## src/design/ddes_pkg.sv

```systemverilog
// Shared types and constants for the dual detector exposure sequencer.
// Holds the event and result word layouts, the register file and the state codes.
// No dependencies.
package ddes_pkg;

  // Event codes carried in the opcode field.
  typedef enum logic [3:0] {
    OP_TICK      = 4'd0,
    OP_START     = 4'd1,
    OP_CONNECT   = 4'd2,
    OP_PREP_DONE = 4'd3,
    OP_SHOT_ON   = 4'd4,
    OP_SHOT_OFF  = 4'd5,
    OP_DATA_DONE = 4'd6,
    OP_AFTER     = 4'd7,
    OP_SW1_ON    = 4'd8,
    OP_SW1_OFF   = 4'd9,
    OP_SW2_ON    = 4'd10,
    OP_SW2_OFF   = 4'd11
  } opcode_t;

  // Run states.
  typedef enum logic [1:0] {
    RUN_DISCONNECTED = 2'd0,
    RUN_IDLE         = 2'd1,
    RUN_OFFSET       = 2'd2,
    RUN_EXPOSURE     = 2'd3
  } run_t;

  // Image phases.
  typedef enum logic [2:0] {
    PH_PREPARE = 3'd0,
    PH_SW1_ON  = 3'd1,
    PH_SW2_ON  = 3'd2,
    PH_SHOT_GO = 3'd3,
    PH_DATA    = 3'd4,
    PH_SW1_OFF = 3'd5
  } phase_t;

  // Switch and shot command codes.
  localparam logic [1:0] CMD_NONE = 2'd0;
  localparam logic [1:0] CMD_ON   = 2'd1;
  localparam logic [1:0] CMD_OFF  = 2'd2;

  // Prepare command codes.
  localparam logic [1:0] PREP_NONE     = 2'd0;
  localparam logic [1:0] PREP_OFFSET   = 2'd1;
  localparam logic [1:0] PREP_EXPOSURE = 2'd2;

  // Run result codes.
  localparam logic [1:0] RC_NONE    = 2'd0;
  localparam logic [1:0] RC_DONE    = 2'd1;
  localparam logic [1:0] RC_REFUSED = 2'd2;

  // Image type codes.
  localparam logic [1:0] IT_OFFSET   = 2'd0;
  localparam logic [1:0] IT_EXPOSURE = 2'd1;
  localparam logic [1:0] IT_BOTH     = 2'd2;

  // Detector numbers.
  localparam logic [1:0] DET_MAIN   = 2'd1;
  localparam logic [1:0] DET_SECOND = 2'd2;

  // Configuration register indexes.
  localparam logic [1:0] REG_IMAGE_TYPE    = 2'd0;
  localparam logic [1:0] REG_IMAGE_TARGET  = 2'd1;
  localparam logic [1:0] REG_BOX_ENABLE    = 2'd2;
  localparam logic [1:0] REG_TIMEOUT_TICKS = 2'd3;

  localparam int CFG_INDEX_W = 2;
  localparam int CFG_DATA_W  = 16;

  // Register reset values.
  localparam logic [1:0]  IMAGE_TYPE_RESET    = IT_EXPOSURE;
  localparam logic [9:0]  IMAGE_TARGET_RESET  = 10'd1;
  localparam logic        BOX_ENABLE_RESET    = 1'b0;
  localparam logic [15:0] TIMEOUT_TICKS_RESET = 16'd1000;

  typedef struct packed {
    logic [1:0]  image_type;
    logic [9:0]  image_target;
    logic        box_enable;
    logic [15:0] timeout_ticks;
  } cfg_t;

  typedef struct packed {
    logic [3:0] opcode;
    logic [1:0] detector;
  } in_word_t;

  typedef struct packed {
    logic [1:0] run_state;
    logic [2:0] phase;
    logic [1:0] sw1_command;
    logic [1:0] sw2_command;
    logic [1:0] prepare_command;
    logic       read_command;
    logic [1:0] shot_command;
    logic       exposure_request;
    logic       connect_second;
    logic [9:0] image_index;
    logic       offset_pass_done;
    logic [1:0] result_code;
  } out_word_t;

endpackage

```

## src/design/ddes_core.sv

```systemverilog
// Sequencer state and event decode for the dual detector exposure sequencer.
// Updates the run, phase, ready, counter and timer state for one event per cycle while step is high.
// Depends on ddes_pkg.
module ddes_core
  import ddes_pkg::*;
#(
  parameter int COUNT_BITS = 10
) (
  input  logic      clk,
  input  logic      rst,
  input  logic      step,
  input  in_word_t  event_word,
  input  cfg_t      cfg,
  output out_word_t result
);

  localparam int CMP_W = (COUNT_BITS > 10) ? COUNT_BITS : 10;

  run_t                  run_reg, run_next;
  phase_t                phase_reg, phase_next;
  logic [1:0]            connected_flags, connected_next;
  logic [1:0]            ready_flags, ready_next;
  logic [COUNT_BITS-1:0] image_counter, counter_next;
  logic                  offset_done_flag, offset_done_next;
  logic [15:0]           timeout_counter, timeout_next;
  logic                  timer_running, timer_next;

  logic                  both_ready;
  logic                  offset_now;
  logic                  begin_image;
  logic [1:0]            ready_set;
  logic [CMP_W-1:0]      count_ext;
  logic [CMP_W-1:0]      target_ext;
  out_word_t             res;

  // Ready bit raised by a prepare-done or after-done event.
  always_comb begin
    ready_set = 2'b00;
    if (event_word.detector == DET_MAIN) begin
      ready_set = 2'b01;
    end else if (event_word.detector == DET_SECOND) begin
      ready_set = 2'b10;
    end
  end

  assign count_ext  = CMP_W'(counter_next);
  assign target_ext = CMP_W'(cfg.image_target);

  // Next state and result for the current event.
  always_comb begin
    run_next         = run_reg;
    phase_next       = phase_reg;
    connected_next   = connected_flags;
    ready_next       = ready_flags;
    counter_next     = image_counter;
    offset_done_next = offset_done_flag;
    timeout_next     = timeout_counter;
    timer_next       = timer_running;
    begin_image      = 1'b0;
    res              = '0;

    case (event_word.opcode)
      OP_TICK: begin
        if (timer_running) begin
          if (timeout_counter <= 16'd1) begin
            timeout_next = '0;
            timer_next   = 1'b0;
            if (run_reg == RUN_OFFSET && phase_reg == PH_SW1_ON) begin
              phase_next      = PH_SW2_ON;
              res.sw2_command = CMD_ON;
            end
          end else begin
            timeout_next = timeout_counter - 16'd1;
          end
        end
      end
      OP_START: begin
        if (run_reg == RUN_IDLE) begin
          counter_next     = '0;
          offset_done_next = 1'b0;
          begin_image      = 1'b1;
        end else if (connected_flags != 2'b11) begin
          res.result_code = RC_REFUSED;
        end
      end
      OP_CONNECT: begin
        if (event_word.detector == DET_MAIN && !connected_flags[0]) begin
          connected_next[0] = 1'b1;
          if (!connected_flags[1]) begin
            res.connect_second = 1'b1;
          end
        end else if (event_word.detector == DET_SECOND && !connected_flags[1]) begin
          connected_next[1] = 1'b1;
        end
        if (connected_next == 2'b11) begin
          run_next = RUN_IDLE;
        end
      end
      OP_PREP_DONE: begin
        ready_next = ready_flags | ready_set;
        if (run_reg == RUN_OFFSET && phase_reg == PH_PREPARE) begin
          if (ready_next == 2'b11) begin
            phase_next      = PH_SW1_ON;
            res.sw1_command = CMD_ON;
            timeout_next    = cfg.timeout_ticks;
            timer_next      = 1'b1;
          end
        end else if (run_reg == RUN_EXPOSURE && phase_reg == PH_PREPARE) begin
          if (ready_next == 2'b11 && cfg.box_enable) begin
            res.exposure_request = 1'b1;
          end
        end
      end
      OP_SHOT_ON: begin
        if ((run_reg == RUN_OFFSET || run_reg == RUN_EXPOSURE) && phase_reg == PH_SW2_ON) begin
          phase_next = PH_SHOT_GO;
          if (run_reg == RUN_EXPOSURE) begin
            res.shot_command = CMD_ON;
          end
        end
      end
      OP_SHOT_OFF: begin
        ready_next = 2'b00;
        if (run_reg == RUN_OFFSET && phase_reg == PH_SHOT_GO) begin
          res.sw2_command = CMD_OFF;
        end else if (run_reg == RUN_EXPOSURE && phase_reg == PH_SHOT_GO) begin
          res.shot_command = CMD_OFF;
        end
        phase_next       = PH_DATA;
        res.read_command = 1'b1;
      end
      OP_DATA_DONE: begin
        if (phase_reg == PH_SHOT_GO || phase_reg == PH_DATA) begin
          phase_next = PH_SW1_OFF;
          if (run_reg == RUN_OFFSET) begin
            res.sw1_command = CMD_OFF;
          end
        end
      end
      OP_AFTER: begin
        ready_next = ready_flags | ready_set;
        if (phase_reg == PH_SW1_OFF && ready_next == 2'b11) begin
          if (cfg.image_type == IT_BOTH && !offset_done_flag) begin
            offset_done_next = 1'b1;
          end else begin
            offset_done_next = 1'b0;
            counter_next     = image_counter + COUNT_BITS'(1);
          end
          if (target_ext > count_ext) begin
            begin_image = 1'b1;
          end else begin
            run_next        = RUN_IDLE;
            res.result_code = RC_DONE;
          end
        end
      end
      OP_SW1_ON: begin
        if (run_reg == RUN_EXPOSURE && phase_reg == PH_PREPARE) begin
          phase_next = PH_SW1_ON;
          if (both_ready) begin
            res.sw1_command = CMD_ON;
          end
        end
      end
      OP_SW2_ON: begin
        if (run_reg == RUN_EXPOSURE && phase_reg == PH_SW1_ON) begin
          phase_next      = PH_SW2_ON;
          res.sw2_command = CMD_ON;
        end
      end
      default: begin
      end
    endcase

    // Start of a new image: offset or exposure, as the image type and pass say.
    if (begin_image) begin
      ready_next = 2'b00;
      phase_next = PH_PREPARE;
      if (offset_now) begin
        run_next            = RUN_OFFSET;
        res.prepare_command = PREP_OFFSET;
      end else begin
        run_next            = RUN_EXPOSURE;
        res.prepare_command = PREP_EXPOSURE;
      end
    end

    res.run_state        = run_next;
    res.phase            = phase_next;
    res.image_index      = count_ext[9:0];
    res.offset_pass_done = offset_done_next;
  end

  assign both_ready = (ready_flags == 2'b11);
  assign offset_now = (cfg.image_type == IT_OFFSET) ||
                      (cfg.image_type == IT_BOTH && !offset_done_next);
  assign result     = res;

  // State registers, updated once for each accepted event.
  always_ff @(posedge clk) begin
    if (rst) begin
      run_reg          <= RUN_DISCONNECTED;
      phase_reg        <= PH_PREPARE;
      connected_flags  <= '0;
      ready_flags      <= '0;
      image_counter    <= '0;
      offset_done_flag <= 1'b0;
      timeout_counter  <= '0;
      timer_running    <= 1'b0;
    end else if (step) begin
      run_reg          <= run_next;
      phase_reg        <= phase_next;
      connected_flags  <= connected_next;
      ready_flags      <= ready_next;
      image_counter    <= counter_next;
      offset_done_flag <= offset_done_next;
      timeout_counter  <= timeout_next;
      timer_running    <= timer_next;
    end
  end

endmodule

```

## src/design/dual_detector_exposure_sequencer.sv

```systemverilog
// Top level of the dual detector exposure sequencer.
// Holds the configuration registers, the event handshake and the result register.
// Depends on ddes_pkg and ddes_core.
//
//   channel   signals                          word
//   events    in_valid, in_ready, in_word      opcode, detector
//   results   out_valid, out_ready, out_word   status and commands, one per event
//   config    cfg_we, cfg_index, cfg_data      four registers, write only
//
// Each event is decoded combinationally and its result word is registered, so the
// result appears the cycle after the event is accepted, and one event is taken every cycle unless stalled.
// A result waiting for out_ready holds; a new event is taken in the cycle it is removed.
// Reset is synchronous; it clears all sequencer state and loads the register defaults.
module dual_detector_exposure_sequencer
  import ddes_pkg::*;
#(
  parameter int COUNT_BITS = 10
) (
  input  logic                   clk,
  input  logic                   rst,
  input  logic                   in_valid,
  output logic                   in_ready,
  input  in_word_t               in_word,
  output logic                   out_valid,
  input  logic                   out_ready,
  output out_word_t              out_word,
  input  logic                   cfg_we,
  input  logic [CFG_INDEX_W-1:0] cfg_index,
  input  logic [CFG_DATA_W-1:0]  cfg_data
);

  cfg_t      cfg;
  out_word_t core_result;
  logic      step;

  // An event is taken when the result register is empty or being emptied.
  assign in_ready = !out_valid || out_ready;
  assign step     = in_valid && in_ready;

  // Configuration registers.
  always_ff @(posedge clk) begin
    if (rst) begin
      cfg.image_type    <= IMAGE_TYPE_RESET;
      cfg.image_target  <= IMAGE_TARGET_RESET;
      cfg.box_enable    <= BOX_ENABLE_RESET;
      cfg.timeout_ticks <= TIMEOUT_TICKS_RESET;
    end else if (cfg_we) begin
      case (cfg_index)
        REG_IMAGE_TYPE:    cfg.image_type    <= cfg_data[1:0];
        REG_IMAGE_TARGET:  cfg.image_target  <= cfg_data[9:0];
        REG_BOX_ENABLE:    cfg.box_enable    <= cfg_data[0];
        REG_TIMEOUT_TICKS: cfg.timeout_ticks <= cfg_data;
        default: begin
        end
      endcase
    end
  end

  ddes_core #(
    .COUNT_BITS (COUNT_BITS)
  ) u_core (
    .clk        (clk),
    .rst        (rst),
    .step       (step),
    .event_word (in_word),
    .cfg        (cfg),
    .result     (core_result)
  );

  // Result register.
  always_ff @(posedge clk) begin
    if (rst) begin
      out_valid <= 1'b0;
    end else if (step) begin
      out_valid <= 1'b1;
    end else if (out_ready) begin
      out_valid <= 1'b0;
    end
  end

  always_ff @(posedge clk) begin
    if (step) begin
      out_word <= core_result;
    end
  end

  // Every accepted event leaves a result word behind it.
  a_result_follows: assert property (@(posedge clk) disable iff (rst)
    in_valid && in_ready |=> out_valid)
    else $error("accepted event produced no result");

  // A completed run always reports the idle state.
  a_done_idle: assert property (@(posedge clk) disable iff (rst)
    out_valid && out_word.result_code == RC_DONE |-> out_word.run_state == RUN_IDLE)
    else $error("run completion outside idle state");

  // A read command always leaves the phase at data receive.
  a_read_phase: assert property (@(posedge clk) disable iff (rst)
    out_valid && out_word.read_command |-> out_word.phase == PH_DATA)
    else $error("read command outside data receive phase");

  // A prepare command always starts an image in the prepare phase of a capture.
  a_prepare_phase: assert property (@(posedge clk) disable iff (rst)
    out_valid && out_word.prepare_command != PREP_NONE |->
      out_word.phase == PH_PREPARE &&
      (out_word.run_state == RUN_OFFSET || out_word.run_state == RUN_EXPOSURE))
    else $error("prepare command outside a new image");

endmodule

```

## config.mk

```make
export PLATFORM = sky130hd
export DESIGN_NAME = dual_detector_exposure_sequencer
export DESIGN_NICKNAME = d
export VERILOG_FILES = /design/src/design/ddes_pkg.sv /design/src/design/ddes_core.sv /design/src/design/dual_detector_exposure_sequencer.sv
export SDC_FILE = /design/constraint.sdc
export NUM_CORES = 1
export LEC_CHECK = 0
export BUFFER_PORTS_ARGS = -buffer_cell sky130_fd_sc_hd__buf_2
export CAP_MARGIN = 20
export CELL_PAD_IN_SITES_DETAIL_PLACEMENT = 1
export CELL_PAD_IN_SITES_GLOBAL_PLACEMENT = 1
export CORE_MARGIN = 3
export CORE_UTILIZATION = 48
export DETAILED_ROUTE_END_ITERATION = 16
export GPL_TIMING_DRIVEN = 0
export MAX_ROUTING_LAYER = met4
export PLACE_DENSITY_LB_ADDON = 0.05
export SETUP_SLACK_MARGIN = 0.3
export SLEW_MARGIN = 20
export SYNTH_ARGS = -nofsm -noshare
export SYNTH_HDL_FRONTEND = slang
export SYNTH_SLANG_ARGS = --single-unit
export TNS_END_PERCENT = 5
```

## constraint.sdc

```tcl
create_clock -name clk -period 6.1 [get_ports clk]
set_clock_uncertainty 0.1 [all_clocks]
set_input_delay 0.61 -clock clk [delete_from_list [all_inputs] [get_ports clk]]
set_output_delay 0.61 -clock clk [all_outputs]
set_load 0.1 [all_outputs]
```

==> run_results.csv, run 1 <==
group,metric,value,unit
critical_path,critical_path.top_delay_family,"compound AO/OA/AOI/OAI gates",
grt,grt_overflow,0,
logic_synthesis,synth_top_cells_by_count,"91 x sky130_fd_sc_hd__nand2_1, 67 x sky130_fd_sc_hd__dfxtp_1, 63 x sky130_fd_sc_hd__a21oi_1, 50 x sky130_fd_sc_hd__nor2_1, 39 x sky130_fd_sc_hd__o21ai_0",
finish,multi_input_comb_area,0.00270,mm2
logic_synthesis,synth-edff-count,29,
timing,tightest_slew,1.21,ns
placement,gp_congestion,0.896,
floorplan,die_w,109,um
critical_path,bufs_and_invs_on_worst_path,2,
finish,synthToLayoutAreaGrowth,13.4,%
grt,grt_first_pass_wirelength,25.8,mm
critical_path,worstPathRequired,6.15,ns
floorplan,core_area,0.0104,mm2
logic_synthesis,netlist_instances,603,
clock_network,cts_tree,"done",
min_path,hold_removal_path_class,"primary input to flip-flop",
logic_synthesis,synth_warnings,0,
clock_network,cts_hold_repair.buffers,0,
logic_synthesis,synth_sequential_area_ratio,43.2,%
critical_path,ff2ff_path_depth,14,
critical_path,crit_cells,14,
critical_path,worstPathMaxFanout,10,
clock_network,clock_path_buffers,2,
clock_network,buffers_inserted_by_post_cts_timing_repair,0,
timing,min_period_over_period,81.4,%
drt,first_pass_iters,5,
logic_synthesis,ys_top_cells_by_area,"sky130_fd_sc_hd__dfxtp_1 26%, sky130_fd_sc_hd__edfxtp_1 17%, sky130_fd_sc_hd__nand2_1 6.7%",
timing,worst_hold_slack,0.342,ns
power,vdd.ir_drop.worst,0.145,mV
floorplan,floorplan.rows,37,
critical_path,critical_path.max_stage_delay,1.04,ns
critical_path,timing.critical_path.to,"out_word[18]",
timing,timing_limited_maximum_frequency,201,MHz
logic_synthesis,netlist-cell-type-count,67,
finish,share_of_cells_above_drive_strength_1,14.7,%
clock_network,clock_tree.htree_level_count,3,
clock_network,cts_inserted_buffers,9,
timing,timing.slew.headroom,17.4,%
drt,route.detailed.drc,0,
logic_synthesis,postSynthNetCount,645,
logic_synthesis,synthMostInstantiatedCell,"sky130_fd_sc_hd__nand2_1",
placement,dp_hpwl,12.0,mm
power,power_density,223,mW/mm2
critical_path,crit_path_start,"u_core.image_counter[5]",
finish,ff_latch_area,0.00221,mm2
logic_synthesis,syn-cell-area,0.00513,mm2
run,cap_viol_max_count,0,
clock_network,post_cts_resized,0,
timing,final.setup.tns,0,ns
grt,grt_max_degree,32,
finish,reg_top3,"cfg: 29 flops, out_word: 29 flops, u_core.timeout_counter: 16 flops",
grt,grt_antenna_before_repair,0,
drt,drt-wirelength-per-cell,19.8,um
clock_network,cts_sinks,96,
critical_path,critical_path.reg2reg.startpoint,"u_core.image_counter[5]",
finish,postLayoutCoreUtil,56.0,%
timing,slew_violations,0,
placement,dpl_worst_slack,0.999,ns
placement,port-buffer-count,59,
timing,post-route-min-period,4.97,ns
critical_path,worstPathArrival,5.02,ns
floorplan,die_area,0.0120,mm2
timing,setup_slack,1.13,ns
grt,track_usage,28.9,%
drt,avgViaCountPerCell,6.10,
logic_synthesis,postSynthRegisterBits,96,
finish,diodes,0,
critical_path,r2r_setup_slack,1.13,ns
power,total_leakage_power,0.00219,uW
critical_path,worst_r2r_endpoint,"out_word[18]",
critical_path,crit_slowest_cell,"sky130_fd_sc_hd__a2111oi_0",
logic_synthesis,yosysTopAreaCellShare,26.2,%
logic_synthesis,yosysTopAreaCell,"sky130_fd_sc_hd__dfxtp_1",
finish,finish.net_count,716,
critical_path,timing.critical_path.from_type,"flip-flop",
run_status,run_status,"completed",
drt,dr_total_vias,4973,
timing,finalSetupViolations,0,
floorplan,die_h,109,um
logic_synthesis,synth_flop_cell,"sky130_fd_sc_hd__dfxtp_1",
finish,layout.filler_cells,1268,
critical_path,cells_along_the_critical_path,"clkbuf_1 -> nand4_1 -> or3b_2 -> a211oi_1 -> a21oi_1 -> a31o_2 -> ha_1 -> a21oi_1 -> o21ai_0 -> a2111oi_0 -> o31a_1 -> buf_2 -> nor2_1 -> and2_1",
floorplan,initial_core_util,49.4,%
floorplan,boundaryPins,60,
drt,violation_count_after_the_first_detailed_routing_iteration,229,
logic_synthesis,synth.avg_cell_area,8.50,um2
grt,grt_pass1_vias,4974,
logic_synthesis,synthArstFlopShare,0,%
drt,ant_nets,0,
critical_path,worst_setup_path_end_kind,"flip-flop",
timing,hold_violations,0,
clock_network,path_clk_slew,0.10,ns
timing,unrepaired_setup_endpoints_after_global_routing,"false",
critical_path,worstSetupPathType,"flip-flop to flip-flop",
critical_path,crit_top_cell,"sky130_fd_sc_hd__a21oi_1",
clock_network,worstSkewPairLatency,0.39,ns
drt,detail_route.wirelength,16.1,mm
clock_network,cell_at_the_root_of_the_clock_tree,"sky130_fd_sc_hd__clkbuf_8",
## final cells by class
cell class	instances	share of cell area, %
plain buffers	36	2.50
clock buffers	11	2.80
clock inverters	5	0.624
inverters	18	1.16
multi-input cells	453	46.5
flip-flops and latches	96	38.1
well taps	136	2.93
repair buffers	60	5.43
## power by group
part           switching (uW)  total [uW]  leakage [uW]  internal (uW)
registers                9.54         684      0.000835            674
clock network             243         429      0.000105            187
logic                     146         185       0.00125           38.5
## how the worst min path moves through the flow
stage                 start  endpoint  slack (ns)  depth (start not counted)
5_1_grt        cfg_data[13]   cfg[13]        0.34                          3
2_1_floorplan       cfg[10]   cfg[10]        0.34                          2
3_3_place_gp        cfg[10]   cfg[10]        0.35                          2
4_1_cts        cfg_data[13]   cfg[13]        0.33                          3
3_5_place_dp        cfg[10]   cfg[10]        0.35                          2
6_report       cfg_data[13]   cfg[13]        0.34                          3
## tightest hold or removal path: stages
cell                      delay (ns)
sky130_fd_sc_hd__buf_2          0.10
sky130_fd_sc_hd__nand2_1        0.05
sky130_fd_sc_hd__a21oi_1        0.05
## cells in the final DEF, fill, tap and decap left out, drive strengths merged, types with 5 or more instances in the layout
cell type   n
a41oi       5
o31a        7
inv        20
ha         13
buf        72
edfxtp     29
a32o        8
clkbuf     35
nand2b      6
nor2       50
o31ai       9
nor3       19
nor2b       6
a211oi     10
o21ai      41
and3        8
mux2i      11
o211ai      5
a31oi       5
nand3      20
a21o        8
nand2      91
dfxtp      67
a21oi      64
nand4       9
## kinds of logic after synthesis
kind of cell / Yosys count / synth area share (%)
AO/OA/AOI/OAI: 196 / 25.4
adder cells (fa/ha/maj): 13 / 3.17
buffers and inverters: 54 / 4.12
flip-flops: 96 / 43.2
multiplexers: 13 / 2.59
AND/OR/NAND/NOR: 231 / 21.6
## through the flow
| step | instances | power, uW | instance area [um2] |
|---|---|---|---|
| 2_1_floorplan | 603 | 829 | 5130 |
| 3_3_place_gp | 798 | 875 | 5590 |
| 3_5_place_dp | 799 | 882 | 5610 |
| 4_1_cts | 815 | 1300 | 5810 |
| 5_1_grt | 815 | 1340 | 5810 |
| 6_report | 815 | 1300 | 5810 |
## layer usage
metal | GRT usage (%) | wire length, um
met4 | 11.8 | 331
met3 | 4.11 | 617
met2 | 47.6 | 7970
met5 | - | 0
met1 | 35.7 | 7190
No activity file was read; power rests on OpenSTA's default activity.
==> run 2, diff against run 1 <==
- CORE_UTILIZATION: 48 -> 40
- clock period: 6.1 -> 4.1 ns (I/O delays scaled with it)
==> run_results.csv, run 2 (same netlist as run 1, synthesis figures left out) <==
group,metric,value,unit
run_status,run_status,"completed",
clock_network,cts_tree,"done",
drt,avgViaCountPerCell,5.94,
drt,first_pass_iters,5,
finish,final_cell_mix,"91 x sky130_fd_sc_hd__nand2_1, 64 x sky130_fd_sc_hd__buf_2, 63 x sky130_fd_sc_hd__dfxtp_1",
clock_network,path_clk_slew,0.07,ns
finish,finish.net_count,732,
power,power.share.clock,41.4,%
floorplan,initial_core_util,41.8,%
grt,grt_first_pass_wirelength,27.5,mm
grt,grt_antenna_before_repair,0,
power,power.share.sequential,45.7,%
power,switching_pwr,644,uW
power,p_comb_share,12.9,%
drt,dr_total_vias,5128,
critical_path,critical_path.reg2reg.startpoint,"u_core.phase_reg[1]",
drt,ant_nets,0,
timing,min_period_over_period,93.2,%
timing,unrepaired_setup_endpoints_after_global_routing,"true",
min_path,hold_removal_path_class,"primary input to flip-flop",
floorplan,core_area,0.0123,mm2
min_path,hold_path_startpoint,"cfg_data[12]",
finish,finish.cell_count_without_fillers,863,
clock_network,cell_at_the_root_of_the_clock_tree,"sky130_fd_sc_hd__clkbuf_16",
timing,final.setup.tns,0,ns
critical_path,timing.critical_path.from_type,"flip-flop",
finish,mostFrequentLayoutCell,"sky130_fd_sc_hd__nand2_1",
critical_path,worstSetupPathType,"flip-flop to flip-flop",
timing,timing_limited_maximum_frequency,262,MHz
critical_path,worstPathRequired,4.10,ns
drt,route.detailed.drc,0,
grt,grt_pass1_vias,5294,
power,p_sw_share,28.9,%
power,vdd.ir_drop.worst,0.182,mV
drt,detail_route.wirelength,17.3,mm
drt,drt-wirelength-per-cell,20.0,um
clock_network,clock_path_buffers,2,
grt,grt_overflow,0,
grt,globalRoute.busiestLayer,"met2",
finish,layout.filler_cells,1494,
clock_network,cts_hold_repair.buffers,0,
critical_path,worst_setup_path_end_kind,"flip-flop",
grt,global_route.usage.met3,3.47,%
critical_path,worstPathArrival,3.83,ns
timing,tightest_slew,0.728,ns
critical_path,crit_path_start,"u_core.phase_reg[1]",
critical_path,cells_along_the_critical_path,"and2b_4 -> o2111ai_4 -> buf_6 -> a211oi_4 -> nand4_1 -> o31a_1 -> ha_1 -> nand4_1 -> a211oi_2 -> a2111oi_2 -> buf_4 -> o31a_1 -> buf_6 -> nor2_2 -> a21oi_1",
power,int_pwr,1590,uW
finish,multi_input_comb_area,0.00283,mm2
floorplan,floorplan.rows,40,
clock_network,clock_tree.htree_level_count,3,
clock_network,cts_inserted_buffers,9,
timing,timing.slew.headroom,51.2,%
finish,reg_top3,"cfg: 29 flops, out_word: 29 flops, u_core.timeout_counter: 16 flops",
floorplan,die_w,119,um
grt,globalRouteMet2Util,41.6,%
grt,track_usage,25.1,%
floorplan,die_h,119,um
timing,post-route-min-period,3.82,ns
critical_path,crit_slowest_cell,"sky130_fd_sc_hd__o31a_1",
power,total_leakage_power,0.00235,uW
power,total_power,2230,uW
placement,dp_hpwl,12.3,mm
timing,slew_violations,0,
clock_network,cts_sinks,96,
finish,synthToLayoutAreaGrowth,21.9,%
clock_network,worstSkewPairLatency,0.36,ns
floorplan,die_area,0.0142,mm2
finish,share_of_cells_above_drive_strength_1,20.4,%
timing,finalSetupViolations,0,
run,cap_viol_max_count,0,
power,power_density,357,mW/mm2
grt,globalRouteMet1Util,30.4,%
critical_path,worstPathMaxFanout,10,
critical_path,critical_path.max_stage_delay,0.41,ns
timing,hold_violations,0,
finish,ff_latch_area,0.00222,mm2
finish,diodes,0,
floorplan,boundaryPins,60,
grt,grt_max_degree,30,
timing,worst_hold_slack,0.181,ns
finish,postLayoutCoreUtil,51.0,%
placement,port-buffer-count,59,
placement,gp_congestion,0.920,
placement,dpl.cell_count,831,
drt,violation_count_after_the_first_detailed_routing_iteration,315,
run 2: cell types whose count changed in the layout (fill, tap and decap cells not counted), moves of 3 or more:
cell / previous run / this run
sky130_fd_sc_hd__buf_4: 0 / 15
sky130_fd_sc_hd__clkbuf_8: 10 / 0
sky130_fd_sc_hd__clkbuf_16: 1 / 10
sky130_fd_sc_hd__a211oi_1: 9 / 5
sky130_fd_sc_hd__dfxtp_1: 67 / 63
sky130_fd_sc_hd__dfxtp_2: 0 / 4
sky130_fd_sc_hd__a21oi_1: 63 / 60
sky130_fd_sc_hd__clkbuf_1: 23 / 20
sky130_fd_sc_hd__nor2_1: 50 / 47
sky130_fd_sc_hd__nor2_2: 0 / 3
run 2: cell type report:
cell class,count,area share (%)
multi-input cells,453,45.3
flip-flops and latches,96,35.5
repair buffers,76,7.03
clock buffers,10,4.00
well taps,168,3.36
plain buffers,36,2.56
clock inverters,6,1.14
inverters,18,1.08
run 2: path summary, 6_finish.rpt:
kind / to / slack [ns] / cells after the start
setup / recovery: out_word[27] / 0.28 / 15
hold / removal: cfg[12] / 0.18 / 3
setup reg to reg: out_word[27] / 0.28 / 15
hold reg to reg: cfg[10] / 0.37 / 2
run 2: worst max-delay path: cells and delay by family (launching register included):
family,cells,cell delay (ns)
AO/OA/AOI/OAI,7,1.51
adder cells (fa/ha/maj),1,0.32
buffers and inverters,3,0.48
flip-flops,1,0.34
AND/OR/NAND/NOR,4,0.81
run 2: stage by stage:
stage	instance area, um2	setup slack, ns
finish	6250	0.278
global route	6250	0.181
CTS	6130	0.303
detailed placement	5650	-0.699
global placement	5630	-0.642
floorplan	5130	0.448
run 2: metal layers:
metal,vias to the layer above,routed length [um]
met4,0,537
li1,2401,-
met5,-,0
met2,157,8490
met3,33,795
met1,2537,7450
run 2: what timing repair did:
item,in CTS,in global routing
resized for setup,23,20
cloned,0,0
endpoints found under the setup margin,15,13
pin swaps,7,8
setup buffers,8,8
run 2: power groups by stage:
stage / combinational, uW / clock [uW] / sequential (uW)
after floorplan: 91.8 / 0 / 1140
after global placement: 266 / 0 / 1040
after detailed placement: 274 / 0 / 1040
after CTS: 284 / 938 / 1020
after global routing: 305 / 978 / 1020
final: 287 / 924 / 1020
==> run 3, diff against run 2 <==
--- a/config.mk
+++ b/config.mk
@@ -12,6 +12,5 @@
 export CORE_MARGIN = 3
-export CORE_UTILIZATION = 40
+export CORE_UTILIZATION = 41
 export DETAILED_ROUTE_END_ITERATION = 16
 export GPL_TIMING_DRIVEN = 0
-export MAX_ROUTING_LAYER = met4
 export PLACE_DENSITY_LB_ADDON = 0.05
@@ -21,2 +20,3 @@
 export SYNTH_HDL_FRONTEND = slang
+export SYNTH_HIERARCHICAL = 1
 export SYNTH_SLANG_ARGS = --single-unit
--- a/constraint.sdc
+++ b/constraint.sdc
@@ -4,2 +4,2 @@
 set_output_delay 0.41 -clock clk [all_outputs]
-set_load 0.1 [all_outputs]
+set_load 0.05 [all_outputs]
==> run_results.csv, run 3 <==
group,metric,value,unit
critical_path,worstPathArrival,3.82,ns
timing,hold_violations,0,
logic_synthesis,synthArstFlopShare,0,%
drt,route.detailed.drc,0,
finish,final_cell_mix,"71 x sky130_fd_sc_hd__nor2_1, 67 x sky130_fd_sc_hd__dfxtp_1, 64 x sky130_fd_sc_hd__buf_2",
grt,track_usage,23.1,%
logic_synthesis,synth.avg_cell_area,8.93,um2
logic_synthesis,synth_top_cells_by_count,"71 x sky130_fd_sc_hd__nor2_1, 67 x sky130_fd_sc_hd__dfxtp_1, 53 x sky130_fd_sc_hd__nand2_1, 46 x sky130_fd_sc_hd__nand2b_1, 39 x sky130_fd_sc_hd__a21oi_1",
clock_network,cell_at_the_root_of_the_clock_tree,"sky130_fd_sc_hd__clkbuf_16",
clock_network,cts_sinks,96,
drt,detail_route.wirelength,16.5,mm
run,cap_viol_max_count,0,
timing,worst_hold_slack,0.212,ns
logic_synthesis,ys_top_cells_by_area,"sky130_fd_sc_hd__dfxtp_1 25%, sky130_fd_sc_hd__edfxtp_1 16%, sky130_fd_sc_hd__mux2i_1 5.5%",
critical_path,timing.critical_path.to,"out_word[28]",
logic_synthesis,yosysTopAreaCellShare,24.6,%
critical_path,critical_path.top_delay_family,"compound AO/OA/AOI/OAI gates",
clock_network,cts_tree,"done",
floorplan,die_area,0.0147,mm2
timing,unrepaired_setup_endpoints_after_global_routing,"true",
placement,dp_hpwl,12.4,mm
clock_network,clock_path_buffers,2,
critical_path,timing.critical_path.from_type,"flip-flop",
timing,finalSetupViolations,0,
logic_synthesis,synthMostInstantiatedCell,"sky130_fd_sc_hd__nor2_1",
logic_synthesis,compound_gate_portion_of_the_synthesized_area,21.1,%
logic_synthesis,synth_sequential_area_ratio,40.6,%
placement,gp_congestion,0.832,
critical_path,worstPathRequired,4.11,ns
finish,layout.filler_cells,1544,
critical_path,worstSetupPathType,"flip-flop to flip-flop",
critical_path,cells_along_the_critical_path,"and2b_4 -> o2111ai_4 -> a21oi_4 -> and4_1 -> o21ai_1 -> a22oi_1 -> ha_1 -> nand4_1 -> a211oi_2 -> a2111o_1 -> nand3_4 -> nand2_2 -> a21o_1",
floorplan,die_h,121,um
finish,diodes,0,
finish,share_of_cells_above_drive_strength_1,18.3,%
critical_path,bufs_and_invs_on_worst_path,0,
drt,drt-wirelength-per-cell,18.9,um
drt,dr_total_vias,4986,
timing,timing_limited_maximum_frequency,263,MHz
finish,postLayoutCoreUtil,50.6,%
timing,slew_violations,0,
min_path,hold_removal_path_class,"primary input to flip-flop",
floorplan,core_area,0.0128,mm2
clock_network,clock_tree.htree_level_count,3,
logic_synthesis,synth-edff-count,29,
finish,reg_top3,"cfg: 29 flops, out_word: 29 flops, u_core/timeout_counter: 16 flops",
logic_synthesis,combinational_family_with_the_most_area_after_synthesis,"simple AND/OR/NAND/NOR gates",
logic_synthesis,syn-cell-area,0.00545,mm2
logic_synthesis,yosysTopAreaCell,"sky130_fd_sc_hd__dfxtp_1",
clock_network,path_clk_slew,0.07,ns
power,total_leakage_power,0.00244,uW
floorplan,initial_core_util,42.5,%
timing,min_period_over_period,92.8,%
floorplan,die_w,121,um
finish,mostFrequentLayoutCell,"sky130_fd_sc_hd__nor2_1",
logic_synthesis,netlist-cell-type-count,78,
min_path,hold_path_startpoint,"cfg_data[11]",
grt,grt_pass1_vias,5052,
grt,grt_first_pass_wirelength,26.8,mm
run_status,run_status,"completed",
finish,post-route-cell-area,0.00649,mm2
critical_path,crit_path_start,"u_core/phase_reg[1]",
logic_synthesis,synth_adder_area_share,2.99,%
logic_synthesis,synth_xor_xnor_area_share,0.483,%
timing,tightest_slew,0.887,ns
logic_synthesis,post_synthesis_mux_area_share,6.39,%
timing,post-route-min-period,3.80,ns
critical_path,worst_r2r_endpoint,"out_word[28]",
critical_path,worstPathMaxFanout,8,
critical_path,crit_slowest_cell,"sky130_fd_sc_hd__a2111o_1",
drt,violation_count_after_the_first_detailed_routing_iteration,257,
critical_path,ff2ff_path_depth,13,
placement,port-buffer-count,58,
drt,avgViaCountPerCell,5.72,
logic_synthesis,yosys.area_share.simple,24.1,%
logic_synthesis,postSynthRegisterBits,96,
grt,grt_max_degree,33,
grt,grt_antenna_before_repair,0,
grt,grt_overflow,0,
logic_synthesis,netlist_instances,610,
critical_path,critical_path.reg2reg.startpoint,"u_core/phase_reg[1]",
critical_path,crit_cells,13,
logic_synthesis,synth_flop_cell,"sky130_fd_sc_hd__dfxtp_1",
floorplan,boundaryPins,60,
clock_network,worstSkewPairLatency,0.35,ns
finish,synthToLayoutAreaGrowth,19.2,%
placement,placed_area,0.00597,mm2
logic_synthesis,synth_warnings,6,
power,power_density,325,mW/mm2
drt,first_pass_iters,4,
finish,finish.net_count,737,
logic_synthesis,postSynthNetCount,652,
critical_path,critical_path.max_stage_delay,0.46,ns
power,vdd.ir_drop.worst,0.154,mV
floorplan,floorplan.rows,41,
critical_path,r2r_setup_slack,0.30,ns
critical_path,worst_setup_path_end_kind,"flip-flop",
timing,timing.slew.headroom,40.3,%
drt,ant_nets,0,
clock_network,cts_inserted_buffers,9,
run 3: cell count changes in the layout (fill, tap and decap cells not counted), moves of 5 or more:
cell	previous run	this run
sky130_fd_sc_hd__a21oi_1	60	38
sky130_fd_sc_hd__a32o_1	8	2
sky130_fd_sc_hd__inv_1	18	13
sky130_fd_sc_hd__mux2i_1	11	30
sky130_fd_sc_hd__nand2_1	91	52
sky130_fd_sc_hd__nand2b_1	6	46
sky130_fd_sc_hd__nand3_1	20	12
sky130_fd_sc_hd__nor2_1	47	71
sky130_fd_sc_hd__o21ai_0	37	22
sky130_fd_sc_hd__o21ai_1	3	11
run 3: power by group:
group,switching (uW),internal [uW]
sequential,15.6,1000
clock,366,462
combinational,175,84.2
total,557,1550
run 3: worst min path at each step:
stage | slack, ns | to | cells past startpoint
2_1_floorplan | 0.35 | cfg[16] | 2
3_3_place_gp | 0.36 | cfg[15] | 2
3_5_place_dp | 0.37 | cfg[13] | 2
4_1_cts | 0.20 | cfg[10] | 3
5_1_grt | 0.23 | cfg[11] | 3
6_report | 0.21 | cfg[11] | 3
run 3: stage by stage:
| stage | TNS [ns] | worst slack (ns) | std cells | power, uW |
|---|---|---|---|---|
| after floorplan | 0 | 0.459 | 610 | 1200 |
| after global placement | -1.01 | -0.232 | 840 | 1270 |
| after detailed placement | -2.25 | -0.329 | 841 | 1280 |
| after CTS | 0 | 0.287 | 859 | 2120 |
| after global routing | 0 | 0.200 | 872 | 2200 |
| final | 0 | 0.296 | 872 | 2110 |
run 3: tightest hold or removal path, delay by kind of cell:
family / cells / cell delay (ns)
AND/OR/NAND/NOR: 1 / 0.05
multiplexers: 1 / 0.06
buffers and inverters: 1 / 0.10
run 3: kinds of logic after synthesis:
| family | Yosys count |
|---|---|
| buf+inv | 48 |
| compound gates | 161 |
| xor+xnor | 3 |
| simple gates | 255 |
| flops | 96 |
| mux | 34 |
| fa+ha+maj | 13 |
run 3: per-layer routing:
layer  vias to the layer above  wire length, um  GRT usage [%]
met1                      2447             7650           31.0
met5                         -                0              0
met2                        94             8050           38.5
met4                         0              255           8.26
met3                        13              539           2.94
li1                       2432                -              -
run 3: repair_timing:
action                                  4_1_cts  5_1_grt
hold buffers                                  0        0
setup buffers                                 2       13
pin swaps                                     5       10
gates resized for setup                      10       14
cloned                                        0        0
endpoints found under the setup margin       13       12
run 3: layout make-up:
type	count	area, um2	share of cell area [%]
well taps	172	215	3.32
multi-input cells	466	3120	48.1
plain buffers	35	183	2.82
repair buffers	74	423	6.52
clock buffers	13	272	4.18
clock inverters	3	13.8	0.212
flip-flops and latches	96	2210	34.1
inverters	13	48.8	0.752
